### src/sirf_pkg.sv
// shared types, constants and helper functions of the radix formatter
package sirf_pkg;

   localparam int NUMBER_W    = 32;
   localparam int SYMBOL_W    = 8;
   localparam int RADIX_W     = 5;
   localparam int WORD_W      = 64;
   localparam int ALPHA_W     = 2 * WORD_W;
   localparam int DIGIT_W     = 4;
   localparam int CSR_INDEX_W = 2;
   localparam int MAX_RADIX   = 16;
   localparam int DIGIT_DEPTH = 32;
   localparam int QUEUE_DEPTH = 2;
   localparam int ALPHA_SIZE  = 16;

   localparam logic [SYMBOL_W-1:0] CHAR_PLUS  = 8'h2B;
   localparam logic [SYMBOL_W-1:0] CHAR_MINUS = 8'h2D;

   // register indexes of the csr port
   localparam logic [CSR_INDEX_W-1:0] CSR_RADIX   = 2'd0;
   localparam logic [CSR_INDEX_W-1:0] CSR_SYM_LOW = 2'd1;
   localparam logic [CSR_INDEX_W-1:0] CSR_SYM_HI  = 2'd2;

   // classified item handed from front to back
   typedef struct packed {
      logic                negative;
      logic [NUMBER_W-1:0] magnitude;
   } sirf_item_type;

   // configuration seen by the back end
   typedef struct packed {
      logic [RADIX_W-1:0] radix;
      logic [ALPHA_W-1:0] symbols;
   } sirf_cfg_type;

   // back end status
   typedef struct packed {
      logic emitting;
      logic has_digits;
   } sirf_status_type;

   // alphabet symbol for one digit value
   function automatic logic [SYMBOL_W-1:0] symbol_at(logic [DIGIT_W-1:0] digit,
                                                    logic [ALPHA_W-1:0] symbols);
      symbol_at = symbols[{digit, 3'b000} +: SYMBOL_W];
   endfunction

   // radix in range, no sign characters and no repeated symbols
   function automatic logic alphabet_ok(logic [RADIX_W-1:0] radix,
                                        logic [ALPHA_W-1:0] symbols);
      logic                ok;
      logic [SYMBOL_W-1:0] sa;
      ok = (radix >= RADIX_W'(2)) && (radix <= RADIX_W'(MAX_RADIX));
      for (int a = 0; a < ALPHA_SIZE; a++) begin
         sa = symbols[a*SYMBOL_W +: SYMBOL_W];
         if (RADIX_W'(a) < radix) begin
            if (sa == CHAR_PLUS || sa == CHAR_MINUS) begin
               ok = 1'b0;
            end
            for (int b = a + 1; b < ALPHA_SIZE; b++) begin
               if (RADIX_W'(b) < radix && symbols[b*SYMBOL_W +: SYMBOL_W] == sa) begin
                  ok = 1'b0;
               end
            end
         end
      end
      alphabet_ok = ok;
   endfunction

   // index of the highest nonzero byte, zero for a zero word
   function automatic logic [1:0] top_byte(logic [NUMBER_W-1:0] value);
      if (value[31:24] != 8'd0) begin
         top_byte = 2'd3;
      end else if (value[23:16] != 8'd0) begin
         top_byte = 2'd2;
      end else if (value[15:8] != 8'd0) begin
         top_byte = 2'd1;
      end else begin
         top_byte = 2'd0;
      end
   endfunction

endpackage

### src/signed_integer_radix_formatter.sv
// top level of the signed integer radix formatter
//
//   channel | direction | handshake           | payload
//   req     | in        | req_valid/req_stall | req_number (signed 32)
//   rsp     | out       | rsp_valid/rsp_stall | rsp_symbol (8), rsp_last
//   csr     | in        | csr_write           | csr_index (2), csr_data (64)
//
// an item leaves the queue into the divider, which for each digit steps through the
// significant bytes of the current quotient (the byte-wise divider loop); the symbols
// then go one by one into the output register, which holds a shown symbol while
// rsp_stall is high.
// reset is synchronous and clears the queue, sequencer and configuration.
// the queue keeps accepting items while not full, also while the back end divides or waits on rsp_stall.
module signed_integer_radix_formatter #(
   parameter int DIGIT_DEPTH = sirf_pkg::DIGIT_DEPTH,
   parameter int QUEUE_DEPTH = sirf_pkg::QUEUE_DEPTH
) (
   input  logic                                   clock,
   input  logic                                   reset,
   input  logic                                   req_valid,
   output logic                                   req_stall,
   input  logic signed [sirf_pkg::NUMBER_W-1:0]   req_number,
   output logic                                   rsp_valid,
   input  logic                                   rsp_stall,
   output logic [sirf_pkg::SYMBOL_W-1:0]          rsp_symbol,
   output logic                                   rsp_last,
   input  logic                                   csr_write,
   input  logic [sirf_pkg::CSR_INDEX_W-1:0]       csr_index,
   input  logic [sirf_pkg::WORD_W-1:0]            csr_data
);
   import sirf_pkg::*;

   logic [RADIX_W-1:0] radix_ff;
   logic [WORD_W-1:0]  sym_low_ff;
   logic [WORD_W-1:0]  sym_high_ff;
   sirf_cfg_type       cfg;
   sirf_item_type      push_item, pop_item;
   sirf_status_type    status;
   logic               push_valid, push_ready;
   logic               pop_valid, pop_ready;

   // configuration registers
   always_ff @(posedge clock) begin
      if (reset) begin
         radix_ff    <= '0;
         sym_low_ff  <= '0;
         sym_high_ff <= '0;
      end else if (csr_write) begin
         unique case (csr_index)
            CSR_RADIX:   radix_ff    <= csr_data[RADIX_W-1:0];
            CSR_SYM_LOW: sym_low_ff  <= csr_data;
            CSR_SYM_HI:  sym_high_ff <= csr_data;
            default: begin
            end
         endcase
      end
   end

   assign cfg.radix   = radix_ff;
   assign cfg.symbols = {sym_high_ff, sym_low_ff};

   sirf_front u_front (
      .req_valid  (req_valid),
      .req_stall  (req_stall),
      .req_number (req_number),
      .push_valid (push_valid),
      .push_ready (push_ready),
      .push_item  (push_item)
   );

   sirf_queue #(
      .DEPTH (QUEUE_DEPTH)
   ) u_queue (
      .clock      (clock),
      .reset      (reset),
      .push_valid (push_valid),
      .push_ready (push_ready),
      .push_item  (push_item),
      .pop_valid  (pop_valid),
      .pop_ready  (pop_ready),
      .pop_item   (pop_item)
   );

   sirf_back #(
      .DIGIT_DEPTH (DIGIT_DEPTH)
   ) u_back (
      .clock      (clock),
      .reset      (reset),
      .cfg        (cfg),
      .pop_valid  (pop_valid),
      .pop_ready  (pop_ready),
      .pop_item   (pop_item),
      .rsp_valid  (rsp_valid),
      .rsp_stall  (rsp_stall),
      .rsp_symbol (rsp_symbol),
      .rsp_last   (rsp_last),
      .status     (status)
   );

   // emitting always has digits left to send
   a_emit_has_digits: assert property (@(posedge clock) disable iff (reset)
      status.emitting |-> status.has_digits)
      else $error("back end emitting with an empty digit stack");

   // a non-final symbol on the output means the rest of its item is still pending
   a_more_after_nonlast: assert property (@(posedge clock) disable iff (reset)
      rsp_valid && !rsp_last |-> status.emitting)
      else $error("non-final symbol shown but back end left emission");

   // a sign symbol is never the final symbol of an item
   a_sign_not_last: assert property (@(posedge clock) disable iff (reset)
      rsp_valid && rsp_last |-> rsp_symbol != CHAR_MINUS || $past(status.has_digits))
      else $error("minus sign emitted as final symbol");

endmodule

### src/sirf_front.sv
// front end: takes input items, splits sign and magnitude
module sirf_front (
   input  logic                                        req_valid,
   output logic                                        req_stall,
   input  logic signed [sirf_pkg::NUMBER_W-1:0]        req_number,
   output logic                                        push_valid,
   input  logic                                        push_ready,
   output sirf_pkg::sirf_item_type                     push_item
);
   import sirf_pkg::*;

   logic [NUMBER_W-1:0] raw;

   // stall while the queue is full
   assign req_stall  = !push_ready;
   assign push_valid = req_valid;

   // sign and unsigned magnitude, the most negative value gives 2^31
   assign raw                = $unsigned(req_number);
   assign push_item.negative = raw[NUMBER_W-1];
   assign push_item.magnitude = raw[NUMBER_W-1] ? (NUMBER_W'(0) - raw) : raw;

endmodule

### src/sirf_queue.sv
// short fifo between front and back end
module sirf_queue #(
   parameter int DEPTH = sirf_pkg::QUEUE_DEPTH
) (
   input  logic                    clock,
   input  logic                    reset,
   input  logic                    push_valid,
   output logic                    push_ready,
   input  sirf_pkg::sirf_item_type push_item,
   output logic                    pop_valid,
   input  logic                    pop_ready,
   output sirf_pkg::sirf_item_type pop_item
);
   import sirf_pkg::*;

   localparam int PW = $clog2(DEPTH);
   localparam int CW = $clog2(DEPTH + 1);

   sirf_item_type entries_ff [DEPTH];
   logic [PW-1:0] wr_ptr_ff, wr_ptr_in;
   logic [PW-1:0] rd_ptr_ff, rd_ptr_in;
   logic [CW-1:0] fill_ff,   fill_in;
   logic          do_push, do_pop;

   assign push_ready = (fill_ff != CW'(DEPTH));
   assign pop_valid  = (fill_ff != CW'(0));
   assign pop_item   = entries_ff[rd_ptr_ff];
   assign do_push    = push_valid && push_ready;
   assign do_pop     = pop_valid && pop_ready;

   // pointer and fill bookkeeping
   always_comb begin
      wr_ptr_in = wr_ptr_ff;
      rd_ptr_in = rd_ptr_ff;
      fill_in   = fill_ff;
      if (do_push) begin
         wr_ptr_in = (wr_ptr_ff == PW'(DEPTH - 1)) ? PW'(0) : wr_ptr_ff + PW'(1);
      end
      if (do_pop) begin
         rd_ptr_in = (rd_ptr_ff == PW'(DEPTH - 1)) ? PW'(0) : rd_ptr_ff + PW'(1);
      end
      if (do_push && !do_pop) begin
         fill_in = fill_ff + CW'(1);
      end else if (do_pop && !do_push) begin
         fill_in = fill_ff - CW'(1);
      end
   end

   always_ff @(posedge clock) begin
      if (reset) begin
         wr_ptr_ff <= '0;
         rd_ptr_ff <= '0;
         fill_ff   <= '0;
      end else begin
         wr_ptr_ff <= wr_ptr_in;
         rd_ptr_ff <= rd_ptr_in;
         fill_ff   <= fill_in;
      end
   end

   // entry storage
   always_ff @(posedge clock) begin
      if (do_push) begin
         entries_ff[wr_ptr_ff] <= push_item;
      end
   end

endmodule

### src/sirf_back.sv
// back end: byte-wise divider, digit stack and symbol output register
module sirf_back #(
   parameter int DIGIT_DEPTH = sirf_pkg::DIGIT_DEPTH
) (
   input  logic                              clock,
   input  logic                              reset,
   input  sirf_pkg::sirf_cfg_type            cfg,
   input  logic                              pop_valid,
   output logic                              pop_ready,
   input  sirf_pkg::sirf_item_type           pop_item,
   output logic                              rsp_valid,
   input  logic                              rsp_stall,
   output logic [sirf_pkg::SYMBOL_W-1:0]     rsp_symbol,
   output logic                              rsp_last,
   output sirf_pkg::sirf_status_type         status
);
   import sirf_pkg::*;

   localparam int AW = $clog2(DIGIT_DEPTH);
   localparam int CW = $clog2(DIGIT_DEPTH + 1);

   localparam logic [1:0] ST_IDLE = 2'd0;
   localparam logic [1:0] ST_DIV  = 2'd1;
   localparam logic [1:0] ST_EMIT = 2'd2;

   logic [1:0]          state_ff, state_in;
   logic                sign_ff, sign_in;
   logic [NUMBER_W-1:0] dvd_ff, dvd_in;
   logic [NUMBER_W-1:0] quot_ff, quot_in;
   logic [DIGIT_W-1:0]  rem_ff, rem_in;
   logic [1:0]          byte_ff, byte_in;
   logic [CW-1:0]       count_ff, count_in;
   logic [DIGIT_W-1:0]  stack_ff [DIGIT_DEPTH];
   logic                rsp_valid_ff, rsp_valid_in;
   logic [SYMBOL_W-1:0] rsp_symbol_ff, rsp_symbol_in;
   logic                rsp_last_ff, rsp_last_in;

   logic [7:0]          dvd_byte;
   logic [7:0]          q_byte;
   logic [DIGIT_W-1:0]  rem_new;
   logic [NUMBER_W-1:0] quot_new;
   logic                digit_done;
   logic                push_digit;
   logic                out_free;
   logic [AW-1:0]       rd_idx;
   logic                pop_take;

   // one dividend byte per cycle, eight restoring steps
   always_comb begin
      logic [DIGIT_W:0]   t;
      logic [DIGIT_W-1:0] r;
      dvd_byte = 8'(dvd_ff >> {byte_ff, 3'b000});
      r        = rem_ff;
      q_byte   = '0;
      for (int i = 7; i >= 0; i--) begin
         t = {r, dvd_byte[i]};
         if (t >= cfg.radix) begin
            t         = t - cfg.radix;
            q_byte[i] = 1'b1;
         end
         r = t[DIGIT_W-1:0];
      end
      rem_new  = r;
      quot_new = quot_ff | (NUMBER_W'(q_byte) << {byte_ff, 3'b000});
   end

   assign pop_ready  = (state_ff == ST_IDLE);
   assign pop_take   = pop_valid && pop_ready;
   assign digit_done = (state_ff == ST_DIV) && (byte_ff == 2'd0);
   assign push_digit = digit_done && (count_ff < CW'(DIGIT_DEPTH));
   assign out_free   = !rsp_valid_ff || !rsp_stall;
   assign rd_idx     = AW'(count_ff - CW'(1));

   // sequencer
   always_comb begin
      state_in      = state_ff;
      sign_in       = sign_ff;
      dvd_in        = dvd_ff;
      quot_in       = quot_ff;
      rem_in        = rem_ff;
      byte_in       = byte_ff;
      count_in      = count_ff;
      rsp_valid_in  = rsp_valid_ff && rsp_stall;
      rsp_symbol_in = rsp_symbol_ff;
      rsp_last_in   = rsp_last_ff;
      unique case (state_ff)
         ST_IDLE: begin
            if (pop_take) begin
               count_in = '0;
               if (alphabet_ok(cfg.radix, cfg.symbols)) begin
                  sign_in  = pop_item.negative;
                  dvd_in   = pop_item.magnitude;
                  quot_in  = '0;
                  rem_in   = '0;
                  byte_in  = top_byte(pop_item.magnitude);
                  state_in = ST_DIV;
               end
            end
         end
         ST_DIV: begin
            if (byte_ff == 2'd0) begin
               if (push_digit) begin
                  count_in = count_ff + CW'(1);
               end
               if (quot_new == '0) begin
                  state_in = ST_EMIT;
               end else begin
                  dvd_in  = quot_new;
                  quot_in = '0;
                  rem_in  = '0;
                  byte_in = top_byte(quot_new);
               end
            end else begin
               quot_in = quot_new;
               rem_in  = rem_new;
               byte_in = byte_ff - 2'd1;
            end
         end
         ST_EMIT: begin
            if (out_free) begin
               rsp_valid_in = 1'b1;
               if (sign_ff) begin
                  rsp_symbol_in = CHAR_MINUS;
                  rsp_last_in   = 1'b0;
                  sign_in       = 1'b0;
               end else begin
                  rsp_symbol_in = symbol_at(stack_ff[rd_idx], cfg.symbols);
                  rsp_last_in   = (count_ff == CW'(1));
                  count_in      = count_ff - CW'(1);
                  if (count_ff == CW'(1)) begin
                     state_in = ST_IDLE;
                  end
               end
            end
         end
         default: begin
            state_in = ST_IDLE;
         end
      endcase
   end

   always_ff @(posedge clock) begin
      if (reset) begin
         state_ff     <= ST_IDLE;
         count_ff     <= '0;
         sign_ff      <= 1'b0;
         rsp_valid_ff <= 1'b0;
      end else begin
         state_ff     <= state_in;
         count_ff     <= count_in;
         sign_ff      <= sign_in;
         rsp_valid_ff <= rsp_valid_in;
      end
   end

   // datapath registers
   always_ff @(posedge clock) begin
      dvd_ff        <= dvd_in;
      quot_ff       <= quot_in;
      rem_ff        <= rem_in;
      byte_ff       <= byte_in;
      rsp_symbol_ff <= rsp_symbol_in;
      rsp_last_ff   <= rsp_last_in;
   end

   // digit stack, least significant digit first
   always_ff @(posedge clock) begin
      if (push_digit) begin
         stack_ff[AW'(count_ff)] <= rem_new;
      end
   end

   assign rsp_valid         = rsp_valid_ff;
   assign rsp_symbol        = rsp_symbol_ff;
   assign rsp_last          = rsp_last_ff;
   assign status.emitting   = (state_ff == ST_EMIT);
   assign status.has_digits = (count_ff != CW'(0));

endmodule
### config.mk
export PLATFORM = sky130hd
export DESIGN_NAME = signed_integer_radix_formatter
export DESIGN_NICKNAME = d
export VERILOG_FILES = /design/src/sirf_pkg.sv /design/src/signed_integer_radix_formatter.sv /design/src/sirf_front.sv /design/src/sirf_queue.sv /design/src/sirf_back.sv
export SDC_FILE = /design/constraint.sdc
export NUM_CORES = 2
export LEC_CHECK = 0
export BUFFER_PORTS_ARGS = -buffer_cell sky130_fd_sc_hd__buf_2
export CAP_MARGIN = 40
export CORE_MARGIN = 3
export CORE_UTILIZATION = 35
export CTS_CLUSTER_SIZE = 40
export DETAILED_ROUTE_END_ITERATION = 12
export SLEW_MARGIN = 0
export SYNTH_ARGS = -nofsm -noshare
export SYNTH_HDL_FRONTEND = slang
export SYNTH_SLANG_ARGS = --single-unit
### constraint.sdc
create_clock -name clock -period 14.7 [get_ports clock]
set_clock_uncertainty 0.05 [all_clocks]
set_input_delay 2.205 -clock clock [delete_from_list [all_inputs] [get_ports clock]]
set_output_delay 2.205 -clock clock [all_outputs]
set_load 0.01 [all_outputs]
==> run_results.csv <==
group,metric,value,unit
timing,min_period,13490,ps
flow_run,cap_violations,0,
floorplanning,die_area,97200,um^2
synth,synth_commonest_cells,"587 x xnor2_1, 443 x xor2_1, 321 x nand2_1, 273 x edfxtp_1, 253 x a21oi_1",
layout,final_core_utilization,0.393,
floorplanning,rows,111,
timing,maxSlewHeadroom,0.393,
detailed_routing,drc,0,
synth,ys_ff_latch,421,
timing,tightest_slew,911,ps
detailed_routing,viasPerCell,5.74,
timing,hold_ws,404,ps
critical_path,critPathMaxStageDelay,550,ps
global_routing,grt_max_degree,90,
critical_path,worstPathRequired,15020,ps
layout,area_growth,10.6,%
synth,yosysSeqAreaShare,0.341,
floorplanning,initial_core_util,0.355,
detailed_routing,wl_per_cell,23.9,um
critical_path,startpoint_type,"flop",
detailed_routing,ant_nets,0,
placement,pre_cts_slack,636,ps
critical_path,crit_top_cell,"a21o_1",
critical_path,worst-path-max-fanout,31,
timing,slew_viol_final,0,
placement,hpwl,73.2,mm
synth,synth.top_cell.area_share,0.251,
pwr,power-per-cell-area,228,nW/um^2
synth,netlist_instances,3517,
critical_path,cp-end-kind,"flop",
pwr,p_total,8250,uW
synth,syn_nets,3679,
floorplanning,core,92200,um^2
synth,synthArstFlopShare,0,
clocking,cts_tree,"built",
detailed_routing,via_count,27305,
pwr,vdd_drop_max,0.801,mV
layout,drive_gt1_frac,0.131,
layout,nNetsFinal,3638,
clocking,clk_path_buf_depth,3,
timing,finalCritPeriodShare,0.917,
layout,antenna_cells,0,
global_routing,antenna_found_initial,3,
clocking,cts.clk_slew.worst_paths,60,ps
clocking,cts_buffers,48,
timing,hold_viol,0,
clocking,clk_latency,630,ps
clocking,htree_levels,2,
placement,port_buffers,113,
critical_path,critPathKind,"reg2reg",
global_routing,grt_pass1_wl,169,mm
detailed_routing,drt_wl_total,114,mm
timing,setup_violations,0,
placement,gp_congestion,0.988,
synth,syn_area,32700,um^2
synth,ys_types,77,
critical_path,critPathSlowestCell,"mux4_2",
timing,layout_setup_ws,1210,ps
synth,synth_flop_cell,"edfxtp_1",
pwr,power_leakage,0.0139,uW
floorplanning,die_w,312,um
global_routing,grt_pass1_vias,25945,
hold_path,hold_path.class,"reg2reg",
synth,yosysTopAreaCell,"edfxtp_1",
critical_path,worstPathArrival,13800,ps
synth,ys_warn_count,0,
floorplanning,io_pins,114,
floorplanning,die_height,312,um
timing,rsz0062_at_grt,"false",
clocking,holdBufCountCts,0,
clocking,clock_sinks,421,
clocking,cts_root_buf,"clkbuf_16",
timing,fmax,74.1,MHz
detailed_routing,drt_iter0_markers,3386,
synth,synth_most_common_cell,"xnor2_1",
synth,syn_area_per_cell,9.30,um^2
global_routing,grtUsageTotal,0.225,
synth,synth.top_cells.by_area,"edfxtp_1 25%, xnor2_1 16%, xor2_1 12%",
outcome,status,"finished clean",
timing,fin_tns_setup,0,ps
detailed_routing,firstDrtPassIters,8,
synth,synth_edf_count,273,
global_routing,grt-ovfl-total,0,
metrics by stage:
stage / instances / area (um^2)
after floorplan: 3517 / 32700
after global placement: 4660 / 34400
after detailed placement: 4669 / 34600
after CTS: 4757 / 36200
after global routing: 4757 / 36200
final: 4757 / 36200
placed cells by master (no fill, tap or decap), types with 24 or more instances in the layout:
cell | netlist | final
xnor2_1 | 587 | 587
xor2_1 | 443 | 443
nand2_1 | 321 | 321
edfxtp_1 | 273 | 273
a21oi_1 | 253 | 249
buf_4 | 9 | 169
nand4_1 | 151 | 151
dfxtp_1 | 148 | 145
nor4_1 | 117 | 117
buf_2 | 200 | 113
nor2_1 | 112 | 110
a211oi_1 | 80 | 80
nor3_1 | 69 | 69
nor2b_1 | 59 | 59
ha_1 | 51 | 50
o21ai_0 | 51 | 49
clkbuf_16 | 0 | 48
mux2i_1 | 50 | 47
inv_1 | 42 | 42
mux4_2 | 42 | 42
a31oi_1 | 37 | 37
a21o_1 | 31 | 31
nand3_1 | 24 | 24
power by group:
part	internal, uW	switching, uW	total (uW)
clock	703	526	1230
sequential	3040	31.4	3070
combinational	1180	2780	3950
total	4910	3330	8250
final timing paths:
check / startpoint / endpoint / slack, ps / cells after the start
max: u_back.byte_ff[0] / u_back.quot_ff[16] / 1210 / 62
min: sym_low_ff[47] / sym_low_ff[47] / 400 / 2
max reg2reg: u_back.byte_ff[0] / u_back.quot_ff[16] / 1210 / 62
min reg2reg: sym_low_ff[47] / sym_low_ff[47] / 400 / 2
critical path, delay by kind of cell, from the launching register on:
kind	cells	cell delay [ps]
AOI/OAI and AO/OA	33	6660
adders and majority gates	8	2390
buffers and inverters	10	1610
DFF	1	380
muxes	2	890
and+or+nand+nor	9	1240
registers in the layout, indices dropped and copies added, names as in the netlist, 2 cells and up, named ones only:
register and cells:
u_back.rem_ff 4, sym_high_ff 64, u_queue.fill_ff 2, u_back.dvd_ff 32
u_back.quot_ff 32, sym_low_ff 64, u_back.rsp_symbol 8, radix_ff 5
u_queue.entries_ff 66, u_back.state_ff 2, u_back.stack_ff 128, u_back.byte_ff 2
u_back.count_ff 6
repair_timing:
action                     4_1_cts  5_1_grt
setup buffers                    0        0
gates resized for setup          0        4
setup endpoints to repair        0       72
cell families after synthesis:
family,synth area share
AO/OA/AOI/OAI,0.0958
XOR/XNOR,0.276
adder cells (fa/ha/maj),0.0244
buffers and inverters,0.0586
flip-flops,0.341
multiplexers,0.0539
AND/OR/NAND/NOR,0.150
layer usage:
layer / GRT usage / wire length [um] / share of wire
met1: 0.299 / 45600 / 0.40
met4: 0.100 / 5480 / 0.048
met3: 0.0486 / 11900 / 0.10
met5: 0 / 27 / 0.00024
met2: 0.351 / 50500 / 0.44
cell type report:
type	instances	area (um^2)
Timing Repair Buffer	289	2000
Clock buffer	53	1240
Fill cell	9207	56000
Multi-Input combinational cell	2673	19700
Clock inverter	35	369
Sequential cell	421	11200
Tap cell	1243	1560
Inverter	43	161
(Power assumes the default switching activity.)
